===== src/tmtcg_pkg.sv =====
`timescale 1ns / 1ps

package tmtcg_pkg;

    localparam int DEFAULT_MAX_SOURCE = 256;
    localparam int DEFAULT_MAX_REPAIR = 256;
    localparam int INDEX_LIMIT        = 256;

    localparam logic [31:0] MAT1      = 32'h8f7011ee;
    localparam logic [31:0] MAT2      = 32'hfc78ff1f;
    localparam logic [31:0] TMAT      = 32'h3793fdff;
    localparam logic [31:0] MIX_MULT  = 32'd1812433253;
    localparam logic [30:0] LOW31     = 31'h7fffffff;

    localparam logic [31:0] CERT_W0   = 32'h00000054;
    localparam logic [31:0] CERT_W1   = 32'h00000049;
    localparam logic [31:0] CERT_W2   = 32'h0000004e;
    localparam logic [31:0] CERT_W3   = 32'h00000059;

    localparam logic [3:0]  MIX_FIRST = 4'd1;
    localparam logic [3:0]  MIX_LAST  = 4'd7;
    localparam logic [3:0]  PRE_STEPS = 4'd8;

    localparam int          ADDR_W    = 4;
    localparam logic [1:0]  REG_SEED       = 2'd0;
    localparam logic [1:0]  REG_NUM_SOURCE = 2'd1;
    localparam logic [1:0]  REG_NUM_REPAIR = 2'd2;

    typedef logic [3:0][31:0] words_t;

    typedef enum logic [2:0] {
        ST_IDLE,
        ST_MIX_MUL,
        ST_MIX_XOR,
        ST_CERT,
        ST_ADVANCE,
        ST_TEMPER
    } eng_state_t;

    typedef struct packed {
        logic start;
        logic reseed;
        logic take;
    } eng_cmd_t;

    typedef struct packed {
        logic busy;
        logic done;
    } eng_status_t;

endpackage


===== src/tinymt_coefficient_generator_unit.sv =====
`timescale 1ns / 1ps

// Coefficient matrix generator on a TinyMT32 core.
// Input channel s_*: one transfer per coefficient; s_restart = 1 reseeds the
// generator from the seed register and returns to row 0, column 0 first.
// Result channel m_*: one transfer per input transfer, in order, carrying the
// low byte of the tempered output, its row and column, and a last flag on the
// final entry of the matrix.
// Configuration over APB: seed at 0x0, num_source at 0x4, num_repair at 0x8.
// A plain draw runs one state update and then the tempering step, which holds
// until the output register is free; a restart first runs seven mixing rounds
// through the single shared multiplier (a multiply state and a xor state each),
// one certification step and nine state updates through the single update unit.
// One item is in flight at a time; s_ready drops while the core works.
// A finished result sits in the output register; the next item may be taken
// meanwhile, and the core holds its result until that register is free.
// Reset clears the generator words (draws before any restart use all zero),
// the position counters and the registers (seed 0, both sizes 1).
module tinymt_coefficient_generator_unit #(
    parameter int MAX_SOURCE = tmtcg_pkg::DEFAULT_MAX_SOURCE,
    parameter int MAX_REPAIR = tmtcg_pkg::DEFAULT_MAX_REPAIR
) (
    input  logic                        aclk,
    input  logic                        aresetn,
    input  logic                        s_valid,
    output logic                        s_ready,
    input  logic                        s_restart,
    output logic                        m_valid,
    input  logic                        m_ready,
    output logic [7:0]                  m_coefficient,
    output logic [7:0]                  m_row,
    output logic [7:0]                  m_column,
    output logic                        m_last,
    input  logic                        psel,
    input  logic                        penable,
    input  logic                        pwrite,
    input  logic [tmtcg_pkg::ADDR_W-1:0] paddr,
    input  logic [31:0]                 pwdata,
    output logic [31:0]                 prdata,
    output logic                        pready
);
    import tmtcg_pkg::*;

    localparam int ROW_LIM_I = (MAX_SOURCE < INDEX_LIMIT) ? MAX_SOURCE : INDEX_LIMIT;
    localparam int COL_LIM_I = (MAX_REPAIR < INDEX_LIMIT) ? MAX_REPAIR : INDEX_LIMIT;
    localparam logic [8:0] ROW_LIM = (ROW_LIM_I < 1) ? 9'd1 : 9'(ROW_LIM_I);
    localparam logic [8:0] COL_LIM = (COL_LIM_I < 1) ? 9'd1 : 9'(COL_LIM_I);

    logic [31:0] seed_reg;
    logic [8:0]  num_source_reg;
    logic [8:0]  num_repair_reg;
    logic [7:0]  row_reg, row_next;
    logic [7:0]  col_reg, col_next;
    logic        m_valid_reg;
    logic [7:0]  coef_reg;
    logic [7:0]  out_row_reg;
    logic [7:0]  out_col_reg;
    logic        last_reg;

    eng_cmd_t    cmd;
    eng_status_t status;
    logic [7:0]  eng_coef;
    logic        cfg_write;
    logic        in_xfer;
    logic [8:0]  rows_clip, cols_clip;
    logic [8:0]  rows_eff, cols_eff;
    logic [7:0]  last_row, last_col;
    logic        row_end, col_end;

    assign pready    = 1'b1;
    assign cfg_write = psel && penable && pwrite;
    assign s_ready   = !status.busy;
    assign in_xfer   = s_valid && s_ready;

    assign cmd = '{start: in_xfer, reseed: s_restart, take: (!m_valid_reg || m_ready)};

    tmtcg_engine u_engine (
        .aclk        (aclk),
        .aresetn     (aresetn),
        .cmd         (cmd),
        .seed        (seed_reg),
        .status      (status),
        .coefficient (eng_coef)
    );

    always_ff @(posedge aclk) begin
        if (!aresetn) begin
            seed_reg       <= '0;
            num_source_reg <= 9'd1;
            num_repair_reg <= 9'd1;
        end else if (cfg_write) begin
            case (paddr[3:2])
                REG_SEED:       seed_reg       <= pwdata;
                REG_NUM_SOURCE: num_source_reg <= pwdata[8:0];
                REG_NUM_REPAIR: num_repair_reg <= pwdata[8:0];
                default: ;
            endcase
        end
    end

    always_comb begin
        case (paddr[3:2])
            REG_SEED:       prdata = seed_reg;
            REG_NUM_SOURCE: prdata = {23'd0, num_source_reg};
            REG_NUM_REPAIR: prdata = {23'd0, num_repair_reg};
            default:        prdata = '0;
        endcase
    end

    assign rows_clip = (num_source_reg == 9'd0) ? 9'd1 : num_source_reg;
    assign cols_clip = (num_repair_reg == 9'd0) ? 9'd1 : num_repair_reg;
    assign rows_eff  = (rows_clip > ROW_LIM) ? ROW_LIM : rows_clip;
    assign cols_eff  = (cols_clip > COL_LIM) ? COL_LIM : cols_clip;
    assign last_row  = 8'(rows_eff - 9'd1);
    assign last_col  = 8'(cols_eff - 9'd1);
    assign row_end   = (row_reg >= last_row);
    assign col_end   = (col_reg >= last_col);

    always_comb begin
        row_next = row_reg;
        col_next = col_reg;
        if (in_xfer && s_restart) begin
            row_next = '0;
            col_next = '0;
        end else if (status.done) begin
            if (col_end) begin
                col_next = '0;
                row_next = row_end ? 8'd0 : row_reg + 8'd1;
            end else begin
                col_next = col_reg + 8'd1;
            end
        end
    end

    always_ff @(posedge aclk) begin
        if (!aresetn) begin
            row_reg     <= '0;
            col_reg     <= '0;
            m_valid_reg <= 1'b0;
        end else begin
            row_reg <= row_next;
            col_reg <= col_next;
            if (status.done) begin
                m_valid_reg <= 1'b1;
            end else if (m_ready) begin
                m_valid_reg <= 1'b0;
            end
        end
    end

    always_ff @(posedge aclk) begin
        if (status.done) begin
            coef_reg    <= eng_coef;
            out_row_reg <= row_reg;
            out_col_reg <= col_reg;
            last_reg    <= row_end && col_end;
        end
    end

    assign m_valid       = m_valid_reg;
    assign m_coefficient = coef_reg;
    assign m_row         = out_row_reg;
    assign m_column      = out_col_reg;
    assign m_last        = last_reg;

`ifndef ASSERT_OFF
    a_done_room: assert property (@(posedge aclk) disable iff (!aresetn)
        status.done |-> (!m_valid_reg || m_ready))
        else $error("result finished while output register still full");

    a_done_valid: assert property (@(posedge aclk) disable iff (!aresetn)
        status.done |=> m_valid_reg)
        else $error("finished result not presented");

    a_accept_busy: assert property (@(posedge aclk) disable iff (!aresetn)
        in_xfer |=> !s_ready)
        else $error("input still ready after a transfer");
`endif

endmodule


===== src/tmtcg_engine.sv =====
`timescale 1ns / 1ps

module tmtcg_engine (
    input  logic                  aclk,
    input  logic                  aresetn,
    input  tmtcg_pkg::eng_cmd_t   cmd,
    input  logic [31:0]           seed,
    output tmtcg_pkg::eng_status_t status,
    output logic [7:0]            coefficient
);
    import tmtcg_pkg::*;

    eng_state_t  state_reg, state_next;
    words_t      words_reg, words_next;
    logic [31:0] prod_reg, prod_next;
    logic [3:0]  cnt_reg, cnt_next;

    logic [31:0] mix_in;
    logic [31:0] mix_word;
    words_t      rot_words;
    words_t      adv_words;
    logic [31:0] temper_t1;
    logic [31:0] temper_t0;

    function automatic words_t advance(input words_t w);
        logic [31:0] x;
        logic [31:0] y;
        words_t      r;
        x = {1'b0, w[0][30:0]} ^ w[1] ^ w[2];
        x = x ^ (x << 1);
        y = w[3] ^ (w[3] >> 1) ^ x;
        r[0] = w[1];
        r[1] = w[2];
        r[2] = x ^ (y << 10);
        r[3] = y;
        if (y[0]) begin
            r[1] = r[1] ^ MAT1;
            r[2] = r[2] ^ MAT2;
        end
        return r;
    endfunction

    assign mix_in    = words_reg[0] ^ (words_reg[0] >> 30);
    assign mix_word  = words_reg[1] ^ ({28'd0, cnt_reg} + prod_reg);
    assign rot_words = {words_reg[0], words_reg[3], words_reg[2], words_reg[1]};
    assign adv_words = advance(words_reg);
    assign temper_t1 = words_reg[0] + (words_reg[2] >> 8);
    assign temper_t0 = words_reg[3] ^ temper_t1 ^ (temper_t1[0] ? TMAT : 32'd0);
    assign coefficient = temper_t0[7:0];

    always_ff @(posedge aclk) begin
        if (!aresetn) begin
            state_reg <= ST_IDLE;
            words_reg <= '0;
            cnt_reg   <= '0;
        end else begin
            state_reg <= state_next;
            words_reg <= words_next;
            cnt_reg   <= cnt_next;
        end
    end

    always_ff @(posedge aclk) begin
        prod_reg <= prod_next;
    end

    always_comb begin
        state_next  = state_reg;
        words_next  = words_reg;
        cnt_next    = cnt_reg;
        prod_next   = prod_reg;
        status.busy = (state_reg != ST_IDLE);
        status.done = 1'b0;
        case (state_reg)
            ST_IDLE: begin
                if (cmd.start) begin
                    if (cmd.reseed) begin
                        words_next = {TMAT, MAT2, MAT1, seed};
                        cnt_next   = MIX_FIRST;
                        state_next = ST_MIX_MUL;
                    end else begin
                        cnt_next   = '0;
                        state_next = ST_ADVANCE;
                    end
                end
            end
            ST_MIX_MUL: begin
                prod_next  = 32'(mix_in * MIX_MULT);
                state_next = ST_MIX_XOR;
            end
            ST_MIX_XOR: begin
                // rotate so the word just written becomes the next multiplier input
                words_next = {words_reg[0], words_reg[3], words_reg[2], mix_word};
                if (cnt_reg == MIX_LAST) begin
                    state_next = ST_CERT;
                end else begin
                    cnt_next   = cnt_reg + 4'd1;
                    state_next = ST_MIX_MUL;
                end
            end
            ST_CERT: begin
                if (rot_words[0][30:0] == 31'd0 && rot_words[1] == 32'd0 &&
                    rot_words[2] == 32'd0 && rot_words[3] == 32'd0) begin
                    words_next = {CERT_W3, CERT_W2, CERT_W1, CERT_W0};
                end else begin
                    words_next = rot_words;
                end
                cnt_next   = PRE_STEPS;
                state_next = ST_ADVANCE;
            end
            ST_ADVANCE: begin
                words_next = adv_words;
                if (cnt_reg == 4'd0) begin
                    state_next = ST_TEMPER;
                end else begin
                    cnt_next = cnt_reg - 4'd1;
                end
            end
            ST_TEMPER: begin
                if (cmd.take) begin
                    status.done = 1'b1;
                    state_next  = ST_IDLE;
                end
            end
            default: begin
                state_next = ST_IDLE;
            end
        endcase
    end

endmodule

===== config.mk =====
export PLATFORM = sky130hd
export DESIGN_NAME = tinymt_coefficient_generator_unit
export DESIGN_NICKNAME = d
export VERILOG_FILES = /design/src/tmtcg_pkg.sv /design/src/tinymt_coefficient_generator_unit.sv /design/src/tmtcg_engine.sv
export SDC_FILE = /design/constraint.sdc
export NUM_CORES = 1
export LEC_CHECK = 0
export BUFFER_PORTS_ARGS = -buffer_cell sky130_fd_sc_hd__buf_2
export CAP_MARGIN = 20
export CORE_MARGIN = 2
export CORE_UTILIZATION = 60
export CTS_CLUSTER_SIZE = 40
export DETAILED_ROUTE_END_ITERATION = 6
export PLACE_DENSITY = 0.86
export SETUP_SLACK_MARGIN = 0.2
export SLEW_MARGIN = 30
export SYNTH_ARGS = -nofsm -noshare
export SYNTH_HDL_FRONTEND = slang
export SYNTH_SLANG_ARGS = --single-unit
export TNS_END_PERCENT = 30

===== constraint.sdc =====
create_clock -name aclk -period 7.35 [get_ports aclk]
set_clock_uncertainty 0.1 [all_clocks]
set_input_delay 0.735 -clock aclk [delete_from_list [all_inputs] [get_ports aclk]]
set_output_delay 0.735 -clock aclk [all_outputs]
set_load 0.01 [all_outputs]

# After elaboration in Yosys (flattened, before gate mapping)
# Cells that the tools add are included.
# W data, S select, Z words.
# word_totals
memories	0
romBits	0
input_bits	44
mem_bits_rw	0
word_cells	116
latch_bits	0
out_inout_bits	60
register_bits	259
# op_classes
shifts	0
n_eq_ne	14
muxes	28
addsub	8
n_reduce_logical	31
bitwise	13
magnitude_cmp	4
div	0
n_mul	1
# ops
cell	count
$pmux W128 S4	1
$mux W128	3
$xor A32 B32 Y32	5
$logic_not A32 Y1	3
$pmux W32 S3	1
$mux W64	1
$mux W8	5
$add A4 B32 Y32	1
$mul A32 B31 Y32 const B	1
$xor A31 B32 Y32	1
$xor A32 B2 Y32	1
$xor A32 B31 Y32	1
$logic_not A31 Y1	1
$not A23 Y23	1
$gt A9 B9 Y1 const B	2
$logic_not A9 Y1	2
$mux W9	2
$pmux W3 S6	1
$add A8 B1 Y8 const B	2
$ge A8 B8 Y1	2
$not A16 Y16	1
$pmux W4 S4	1
$sub A8 B1 Y8 const B	2
$xor A8 B8 Y8	2
other kinds (29)	56

# Logic depth before layout (Yosys ltp)
# Gate-level depths: netlist of the first run.
# depth
depth_word	8
depth_mapped	25
ltp_nobuf	25

# By module
# From an unflattened synthesis of the first run, not the netlist that was laid out.
# unflattened
hier_cells	2513
area_unflattened_um2	22745.6
# by_module_without_submodules
mod	area_per_inst_um2	instances	cells_each	seq_area_each_um2
tmtcg_engine	18247.5	1	2014	3663.5
tinymt_coefficient_generator_unit	4498.1	1	499	2092.0

# Worst setup path before layout of the first run
# Ideal clock, no wire load.
# synth_timing
path_kind	flip-flop to flip-flop
start	register u_engine.words_reg, in the netlist u_engine.rot_words[97]
end	register u_engine.prod_reg[29] (data pin)
n_path_buf	0
setup_time_ns	0.266
setup_slack_ns	0.948
required_ns	6.984
t_arrival_ns	6.036
path_stages_with_launch	26
period_less_slack_ns	6.402
cell_sequence	dfxtp_1 > xnor2_1 > inv_1 > xnor2_1 > ha_1 > or2_2 > ha_1 > inv_1 > fa_1 > inv_1 > ha_1 > fa_1 > fa_1 > fa_1 > inv_1 > fa_1 > inv_1 > ha_1 > a21o_1 > a21o_1 > a21oi_1 > o21ai_0 > o21ai_0 > a21boi_0 > o41ai_1 > xnor2_1
# synth_between
elab_chain_cells	2
# synth_lines
element	line	text
start, declared	tmtcg_engine.sv:14	words_t words_reg, words_next;
start signal, assigned	tmtcg_engine.sv:58	words_reg <= words_next;
$xor A32 B2 Y32	tmtcg_engine.sv:43	assign mix_in = words_reg[0] ^ (words_reg[0] >> 30);
via u_engine.mix_in[1]	tmtcg_engine.sv:18	logic [31:0] mix_in;
$mul A32 B31 Y32	tmtcg_engine.sv:88	prod_next = 32'(mix_in * MIX_MULT);
end signal, assigned	tmtcg_engine.sv:64	prod_reg <= prod_next;
end, declared	tmtcg_engine.sv:15	logic [31:0] prod_reg, prod_next;
# The timed path passes the listed nets, and every way through them passes these cells.
# A chain may end at the register's enable or synchronous reset.

# Worst setup path after layout of the first run
# layout_timing
start	register u_engine.words_reg, in the netlist u_engine.rot_words[127]
end	register u_engine.prod_reg[29] (data pin)
# The elaborated chain is that of the path after synthesis.

==> results of run 1 <==
how the worst min path moves through the flow:
stage	from	to	slack [ps]	cells past startpoint
6_report	pwdata[23]	seed_reg[23]$_SDFFE_PN0P_	310	3
5_1_grt	pwdata[9]	seed_reg[9]$_SDFFE_PN0P_	320	3
4_1_cts	pwdata[26]	seed_reg[26]$_SDFFE_PN0P_	310	3
3_5_place_dp	u_engine.rot_words[64]$_SDFFE_PN0P_	m_coefficient[0]$_DFFE_PP_	360	0
3_3_place_gp	u_engine.rot_words[64]$_SDFFE_PN0P_	m_coefficient[0]$_DFFE_PP_	350	0
2_1_floorplan	seed_reg[11]$_SDFFE_PN0P_	seed_reg[11]$_SDFFE_PN0P_	340	2
logic make-up after synthesis:
kind of cell / count (synthesis)
mux: 25
buf+inv: 414
simple gates: 527
flops: 259
compound gates: 500
other cells: 1
xor+xnor: 316
fa+ha+maj: 419
worst max-delay path, cell delays in order, from the launching register on:
cell and delay, ps:
dfxtp_1 320, xnor2_1 240, inv_1 150, xnor2_1 190, ha_1 220, or2_2 310
ha_1 280, inv_1 50, fa_1 490, inv_1 50, ha_1 180, fa_1 470
fa_1 500, fa_1 490, inv_1 60, fa_1 480, inv_1 50, ha_1 330
a21o_1 200, a21o_1 180, a21oi_1 270, o21ai_0 160, o21ai_0 260, a21boi_0 170
o41ai_1 390, xnor2_1 130
cell usage after synthesis (8+ instances only):
master | instances | area, µm²
nor4_1 | 23 | 144
buf_2 | 8 | 40.0
o21ai_0 | 114 | 571
a222oi_1 | 11 | 110
mux2i_1 | 24 | 240
a22oi_1 | 21 | 158
nand3_1 | 36 | 180
a31oi_1 | 11 | 68.8
a221oi_1 | 52 | 455
and2_1 | 28 | 175
nor2_1 | 136 | 510
or3_1 | 9 | 56.3
ha_1 | 270 | 3380
clkbuf_1 | 87 | 327
nand4_1 | 16 | 100
a21oi_1 | 154 | 771
nor3_1 | 25 | 125
edfxtp_1 | 57 | 1710
nand2_1 | 181 | 679
xor2_1 | 83 | 727
xnor2_1 | 232 | 2030
and3_1 | 15 | 93.8
nand2b_1 | 13 | 81.3
a21o_1 | 31 | 233
inv_1 | 311 | 1170
a211oi_1 | 37 | 278
dfxtp_1 | 202 | 4040
fa_1 | 149 | 2980
nor2b_1 | 9 | 56.3
o21a_1 | 15 | 113
through the flow:
step | hold WS (ps) | cells | setup slack [ps] | util, % | area, µm²
after floorplan | 345 | 2461 | 948 | - | 22500
after global placement | 346 | 2975 | 661 | 64.1 | 23600
after detailed placement | 359 | 2975 | 480 | 64.1 | 23600
after CTS | 309 | 3025 | 417 | 66.7 | 24500
after global routing | 323 | 3027 | 228 | 66.8 | 24600
final | 314 | 3027 | 383 | 66.8 | 24600
final cells by class:
type                    instances  area share (%)
flip-flops and latches        259            23.4
clock buffers                  36            3.14
repair buffers                151            3.67
clock inverters                14           0.687
inverters                     311            4.76
multi-input cells            1788            61.9
well taps                     468            2.38
per-layer routing:
metal  share of wire, %  up-vias  global-route usage, %
met5              0.019        -                      0
met4                6.9        2                   21.3
met3                 10      304                   6.45
met2                 46     1072                   56.2
met1                 37     9169                   43.1
li1                   -     8534                      -
==> results.ini, run 1 <==
[global_route]
grt_usage_pct = 34.7
grt_pass1_vias = 19300
antenna_found_initial = 1
grt_max_degree = 74
grt_pass1_wl_um = 105000
grt.overflow.total = 0

[floorplanning]
die_y_um = 198
dieArea_mm2 = 0.0390
rows = 70
io_pins = 104
coreArea_mm2 = 0.0368
start_util_pct = 61.1
die_x_um = 198

[cells_and_area]
nets = 3001
layout_commonest_cell = inv_1
num-fill-cells = 2794
antenna_cells = 0
drive_above_1_share_pct = 8.83
area_growth_pct = 9.36
largest_reg_flops = 96
ff_latch_area_mm2 = 0.00576
multi_input_area_mm2 = 0.0152
final_cell_mix = 310 x inv_1, 270 x ha_1, 232 x xnor2_1, 197 x dfxtp_1, 181 x nand2_1

[clock_tree]
cts_buffers = 27
cts_num_sinks = 259
clk_pin_slew_worst_paths_ps = 70
ctsHoldBuffers = 0
cts_setup_buffers = 0
cts_tree = yes
htree_levels = 1
clk_root_buffer_cell = clkbuf_16
insertion_delay_ps = 560
cts_buffer_depth = 3
cts_resized = 0

[setup_path]
crit_type = reg2reg
critPathMaxFanout = 5
rr_endpoint = u_engine.prod_reg[29]$_DFFE_PN_
arrival_ps = 7160
ff2ff_setup_slack_ps = 380
cp-endpoint = u_engine.prod_reg[29]$_DFFE_PN_
crit_start = u_engine.rot_words[127]$_SDFFE_PN0P_
crit_path_end_kind = flip-flop
rr_worst_depth = 25
critPathLaunchType = flip-flop
rr_startpoint = u_engine.rot_words[127]$_SDFFE_PN0P_
required_ps = 7540

[status]
violations = design-rule violations
outcome = finished, violations left

[synthesis]
ys.flop_type = dfxtp_1
synth_seq_cells = 259
async_flop_share_pct = 0
synth-adder-area-share_pct = 28.3
syn-cell-area_mm2 = 0.0225
synth_cell_type_count = 72
avgSynthCellArea_um2 = 9.13
synth_cells = 2461
synth_warnings = 0
synth_top_family_by_area = adder cells
synthMuxAreaShare_pct = 1.12
synth-simple-area-share_pct = 11.2
synth_compound_area_share_pct = 14.4
synth-edff-count = 57
synth_xor_area_share_pct = 12.4
seq_area_frac_synth_pct = 25.6
syn_nets = 2924

[sta]
clock.fmax_mhz = 144
hold_violations = 0
slew_headroom_pct = 32.0
finalCritPeriodShare_pct = 94.8
slew_viol_final = 0
worstMarginPinSlew_ps = 1020
finalSetupViolCount = 0
fin_crit_ps = 6970
grt_setup_unrepaired = false
tns_ps = 0

[placed_design]
dp_hpwl_um = 50500
gp_congestion = 0.993
io_buffers = 100

[detailed_routing]
wl_um = 67100
drc = 12
routedWlPerCell_um = 22.2
ant_nets = 0
dr.first_iter.drc_count = 2320
num_vias = 19100
dr.pass1.iters = 7
viasPerCell = 6.30

[job]
maxCapViolations = 0

[hold_path]
min_path_type = in2reg

Power of run 1 is not shown: default switching activity piles up to over one toggle a cycle in this logic, so the estimate is an artifact.
==> inputs of run 2 (changes only) <==
Settings changed: MAX_ROUTING_LAYER set to met4.
==> run 2 against run 1 <==
Effect of this change: the run still ends with design-rule violations left; first-iteration DRC count decreased by 11%; final cell count barely moved; maximum frequency fell by 0.30%; wire length is essentially flat; global-route usage grew 0.91 points; via count rose by 0.59%; core utilization down 0.18 points; die area unchanged.
==> results.ini, run 2 (synthesized netlist as in run 1, its figures left out) <==
[global_route]
grt.overflow.total = 0  ; unchanged
grt_pass1_vias = 19300  ; about the same
met1_usage_pct = 43.4  ; was 43.1%
grt_pass1_wl_um = 105000  ; about the same
gr-usage-met3_pct = 5.53  ; was 6.45%
grt_usage_pct = 35.6  ; was 34.7%
busiest_layer = met2  ; unchanged
grt_max_degree = 95  ; was 74
grt_use_met2_pct = 56.3  ; was 56.2%
antenna_found_initial = 1  ; unchanged

[hold_path]
min_path_type = in2reg  ; unchanged

[sta]
slew_headroom_pct = 29.9  ; was 32.0%
grt_setup_unrepaired = false  ; unchanged
worstMarginPinSlew_ps = 1040  ; was 1020 ps
finalCritPeriodShare_pct = 95.1  ; was 94.8%
clock.fmax_mhz = 143  ; was 144 MHz
slew_viol_final = 0  ; unchanged
hold_violations = 0  ; unchanged
tns_ps = 0  ; unchanged
fin_crit_ps = 6990  ; was 6970 ps
finalSetupViolCount = 0  ; unchanged

[cells_and_area]
nets = 2999  ; was 3001
drive_above_1_share_pct = 8.88  ; was 8.83%
layout_commonest_cell = inv_1  ; unchanged
fin_util_pct = 66.6  ; was 66.8%
largest_reg_flops = 96  ; unchanged
fin_area_mm2 = 0.0245  ; was 0.0246 mm²
area_growth_pct = 9.06  ; was 9.36%
final_cell_mix = 310 x inv_1, 270 x ha_1, 231 x xnor2_1, 200 x dfxtp_1, 181 x nand2_1  ; was 310 x inv_1, 270 x ha_1, 232 x xnor2_1, 197 x dfxtp_1, 181 x nand2_1

[setup_path]
path_buf_inv = 3  ; was 5
required_ps = 7530  ; was 7540 ps
cp_common_cell = ha_1
critPathMaxFanout = 6  ; was 5
crit_path_end_kind = flip-flop  ; unchanged
crit_type = reg2reg  ; unchanged
slowest_delay_ps = 620  ; was 500 ps
ff2ff_setup_slack_ps = 360  ; was 380 ps
critPathLaunchType = flip-flop  ; unchanged
crit_chain = inv_1, ha_1, ha_1, ha_1, fa_1, ha_1, ha_1, inv_1, fa_1, fa_1, inv_1, ha_1, or4_1, a21oi_2, o31ai_1, o41a_1, a221o_1, a311oi_1, xnor2_1
cpLargestDelayFamily = adder cells  ; unchanged
arrival_ps = 7170  ; was 7160 ps
critPathSlowestCell = dfxtp_1  ; was fa_1

[detailed_routing]
dr.first_iter.drc_count = 2063  ; was 2320
viasPerCell = 6.34  ; was 6.30
ant_nets = 0  ; unchanged
routedWlPerCell_um = 22.2  ; about the same
dr.pass1.iters = 7  ; unchanged
drc = 7  ; was 12
wl_um = 67100  ; about the same
num_vias = 19200  ; was 19100

[clock_tree]
insertion_delay_ps = 550  ; was 560 ps
cts_buffer_depth = 3  ; unchanged
ctsHoldBuffers = 0  ; unchanged
clk_pin_slew_worst_paths_ps = 60  ; was 70 ps
clk_root_buffer_cell = clkbuf_16  ; unchanged
htree_levels = 1  ; unchanged
cts_tree = yes  ; unchanged
cts_num_sinks = 259  ; unchanged
cts_buffers = 27  ; unchanged

[job]
maxCapViolations = 0  ; unchanged

[floorplanning]
die_y_um = 198  ; unchanged
rows = 70  ; unchanged
coreArea_mm2 = 0.0368  ; unchanged
die_x_um = 198  ; unchanged
start_util_pct = 61.1  ; unchanged
dieArea_mm2 = 0.0390  ; unchanged
io_pins = 104  ; unchanged

[placed_design]
dp_hpwl_um = 50300  ; was 50500 µm
io_buffers = 100  ; unchanged
placement.cell_area_mm2 = 0.0236  ; about the same
gp_congestion = 1.00  ; was 0.993

[status]
violations = design-rule violations  ; unchanged
outcome = finished, violations left  ; unchanged

## run 2: cell count changes in the layout (fill, tap and decap cells not counted), moves of 2 or more
cell	delta
clkbuf_1	+2
dfxtp_1	+3
clkinv_2	+5
clkinv_1	-6
dfxtp_2	-3
clkbuf_16	-2
## run 2: through the flow
stage	worst slack, ps	hold WS [ps]	cells
3_3_place_gp	340	345	2975
3_5_place_dp	233	353	2975
5_1_grt	264	332	3026
2_1_floorplan	948	345	2461
6_report	362	325	3026
4_1_cts	362	318	3025
## run 2: worst reg2reg max path, stage by stage, from the launching register on
cell and delay (ps):
dfxtp_1 620, inv_1 310, ha_1 400, ha_1 310
ha_1 220, fa_1 470, ha_1 310, ha_1 280
inv_1 110, fa_1 460, fa_1 510, inv_1 50
ha_1 230, or4_1 530, a21oi_2 140, o31ai_1 170
o41a_1 430, a221o_1 460, a311oi_1 500, xnor2_1 120
## run 2: metal layers
metal,up-vias,part of all wire [%],wire length [µm]
li1,8536,-,-
met1,9244,38,25200
met2,1106,46,30700
met3,308,9.8,6560
met4,0,6.9,4660
met5,-,0,0
## run 2: path summary, 6_finish.rpt
| check | to | cells past startpoint | start |
|---|---|---|---|
| setup / recovery | u_engine.prod_reg[30]$_DFFE_PN_ | 19 | u_engine.rot_words[99]$_SDFFE_PN0P_ |
| hold / removal | seed_reg[23]$_SDFFE_PN0P_ | 3 | pwdata[23] |
| setup reg to reg | u_engine.prod_reg[30]$_DFFE_PN_ | 19 | u_engine.rot_words[99]$_SDFFE_PN0P_ |
| hold reg to reg | m_coefficient[0]$_DFFE_PP_ | 0 | u_engine.rot_words[64]$_SDFFE_PN0P_ |
## run 2: area by class of cell
type / count / area [µm²]
Antenna cell: 1 / 2.50
Inverter: 311 / 1170
Timing Repair Buffer: 149 / 872
Multi-Input combinational cell: 1788 / 15200
Tap cell: 468 / 586
Fill cell: 2797 / 12300
Clock inverter: 13 / 148
Clock buffer: 37 / 743
Sequential cell: 259 / 5760
## run 2: timing repair
item / 4_1_cts / 5_1_grt
pin swaps: 0 / 0
endpoints found under the setup margin: 1 / 3
resized for setup: 1 / 5
setup buffers: 0 / 0
Power of run 2 is left out for the same reason.
==> inputs of run 3 (changes only) <==
Settings changed: CORE_MARGIN 2 to 3.
==> run 3 against run 2 <==
Effect of this change: the run now ends clean; core utilization decreased by 0.051 points; non-clock buffer count decreased by 2; count of clock-buffer cells in the layout increased by 5; critical path depth increased by 5; first-iteration DRC count increased by 18%; global-route usage decreased by 0.74 points; critical endpoint is now u_engine.prod_reg[29]$_DFFE_PN_; highest routed layer unchanged.
==> results.ini, run 3 (synthesized netlist as in run 1, its figures left out) <==
[sta]
slew_viol_final = 0  ; unchanged
finalCritPeriodShare_pct = 93.6  ; was 95.1%
worstMarginPinSlew_ps = 1020  ; was 1040 ps
hold_violations = 0  ; unchanged
tns_ps = 0  ; unchanged
clock.fmax_mhz = 145  ; was 143 MHz
finalSetupViolCount = 0  ; unchanged
grt_setup_unrepaired = false  ; unchanged
slew_headroom_pct = 31.9  ; was 29.9%
fin_crit_ps = 6880  ; was 6990 ps

[global_route]
grt_pass1_wl_um = 105000  ; about the same
grt_pass1_vias = 19300  ; about the same
grt_max_degree = 93  ; was 95
antenna_found_initial = 2  ; was 1
grt_usage_pct = 34.9  ; was 35.6%
grt.overflow.total = 0  ; unchanged

[detailed_routing]
ant_nets = 0  ; unchanged
dr.pass1.iters = 7  ; unchanged
routedWlPerCell_um = 22.4  ; was 22.2 µm
dr.first_iter.drc_count = 2434  ; was 2063
wl_um = 67700  ; was 67100 µm
num_vias = 19300  ; was 19200
drc = 0  ; was 7
viasPerCell = 6.36  ; was 6.34

[placed_design]
io_buffers = 100  ; unchanged
gp_congestion = 1.01  ; was 1.00
placement.cell_area_mm2 = 0.0236  ; about the same
dp_hpwl_um = 51000  ; was 50300 µm

[clock_tree]
cts_num_sinks = 259  ; unchanged
clk_root_buffer_cell = clkbuf_16  ; unchanged
htree_levels = 1  ; unchanged
cts_buffer_depth = 3  ; unchanged
insertion_delay_ps = 550  ; about the same
cts_buffers = 27  ; unchanged
cts_tree = yes  ; unchanged
ctsHoldBuffers = 0  ; unchanged
clk_pin_slew_worst_paths_ps = 70  ; was 60 ps

[setup_path]
rr_worst_depth = 24  ; was 19
rr_endpoint = u_engine.prod_reg[29]$_DFFE_PN_  ; was u_engine.prod_reg[30]$_DFFE_PN_
ff2ff_setup_slack_ps = 470  ; was 360 ps
crit_path_end_kind = flip-flop  ; unchanged
required_ps = 7540  ; was 7530 ps
crit_type = reg2reg  ; unchanged
rr_startpoint = u_engine.rot_words[96]$_SDFFE_PN0P_  ; was u_engine.rot_words[99]$_SDFFE_PN0P_
arrival_ps = 7070  ; was 7170 ps
critPathMaxFanout = 5  ; was 6
critPathLaunchType = flip-flop  ; unchanged

[hold_path]
hold_start = pwdata[26]  ; was pwdata[23]
min_path_type = in2reg  ; unchanged
hold_depth = 3  ; unchanged
whs_endpoint = seed_reg[26]$_SDFFE_PN0P_  ; was seed_reg[23]$_SDFFE_PN0P_

[cells_and_area]
nets = 2997  ; was 2999
fin_util_pct = 66.6  ; about the same
area_growth_pct = 8.98  ; was 9.06%
fin_area_mm2 = 0.0245  ; about the same
largest_reg_flops = 96  ; unchanged
final_cell_mix = 310 x inv_1, 270 x ha_1, 230 x xnor2_1, 201 x dfxtp_1, 180 x nand2_1  ; was 310 x inv_1, 270 x ha_1, 231 x xnor2_1, 200 x dfxtp_1, 181 x nand2_1
num-fill-cells = 2818  ; was 2797
drive_above_1_share_pct = 8.77  ; was 8.88%
layout_commonest_cell = inv_1  ; unchanged

[floorplanning]
dieArea_mm2 = 0.0398  ; was 0.0390 mm²
die_x_um = 200  ; was 198 µm
coreArea_mm2 = 0.0368  ; unchanged
io_pins = 104  ; unchanged
start_util_pct = 61.1  ; unchanged
rows = 70  ; unchanged
die_y_um = 200  ; was 198 µm

[status]
outcome = completed  ; was finished, violations left

[job]
maxCapViolations = 0  ; unchanged

## run 3: changes by cell type in the layout (fill, tap and decap cells not counted), moves of 2 or more
cell       before  now
bufinv_16       3    1
clkbuf_1        7    9
clkbuf_8        3    5
diode_2         1    5
## run 3: cell type report
| class | count | area (µm²) | share of cell area (%) |
|---|---|---|---|
| Tap cell | 468 | 586 | 2.39 |
| Sequential cell | 259 | 5760 | 23.5 |
| Clock buffer | 42 | 803 | 3.28 |
| Clock inverter | 8 | 68.8 | 0.281 |
| Inverter | 311 | 1170 | 4.78 |
| Antenna cell | 5 | 12.5 | 0.0511 |
| Timing Repair Buffer | 147 | 853 | 3.48 |
| Multi-Input combinational cell | 1788 | 15200 | 62.2 |
## run 3: per-layer routing
layer | track usage (%) | wire length [µm] | up-vias
met5 | - | 0 | -
met4 | 19.1 | 4620 | 0
met3 | 6.15 | 7060 | 313
met2 | 55.6 | 31300 | 1204
met1 | 42.2 | 24700 | 9183
li1 | - | - | 8554
## run 3: metrics by stage
stage	hold slack [ps]	cells	worst slack [ps]
after floorplan	345	2461	948
after global placement	340	2973	362
after detailed placement	358	2973	232
after CTS	313	3023	224
after global routing	336	3024	226
final	319	3028	472
## run 3: what timing repair did
item | in CTS | in global routing
pin swaps | 0 | 0
gates resized for setup | 1 | 5
setup buffers | 0 | 0
setup endpoints to repair | 1 | 2
## run 3: worst max-delay path by stage
stage	start	endpoint	slack, ps	cells past startpoint
final	u_engine.rot_words[96]$_SDFFE_PN0P_	u_engine.prod_reg[29]$_DFFE_PN_	470	24
after global routing	u_engine.rot_words[127]$_SDFFE_PN0P_	u_engine.prod_reg[29]$_DFFE_PN_	230	25
after detailed placement	u_engine.rot_words[96]$_SDFFE_PN0P_	u_engine.prod_reg[29]$_DFFE_PN_	230	24
after CTS	u_engine.rot_words[127]$_SDFFE_PN0P_	u_engine.prod_reg[29]$_DFFE_PN_	220	25
after floorplan	u_engine.rot_words[97]$_SDFFE_PN0P_	u_engine.prod_reg[29]$_DFFE_PN_	950	25
after global placement	u_engine.rot_words[96]$_SDFFE_PN0P_	u_engine.prod_reg[29]$_DFFE_PN_	360	24
## run 3: critical path, stage by stage (launching register included)
cell and delay (ps):
dfxtp_1 340, xnor2_2 420, xnor2_1 190, ha_1 210, or2_2 290, ha_1 270
inv_1 40, fa_1 470, inv_1 50, ha_1 200, fa_1 490, fa_1 530
fa_1 500, inv_1 50, fa_1 480, inv_1 50, ha_1 350, a21o_1 220
a21o_1 190, a21oi_1 250, o21ai_0 150, o21ai_1 240, a21boi_0 170, o41ai_2 270
xnor2_1 100
Power of run 3 is left out for the same reason.
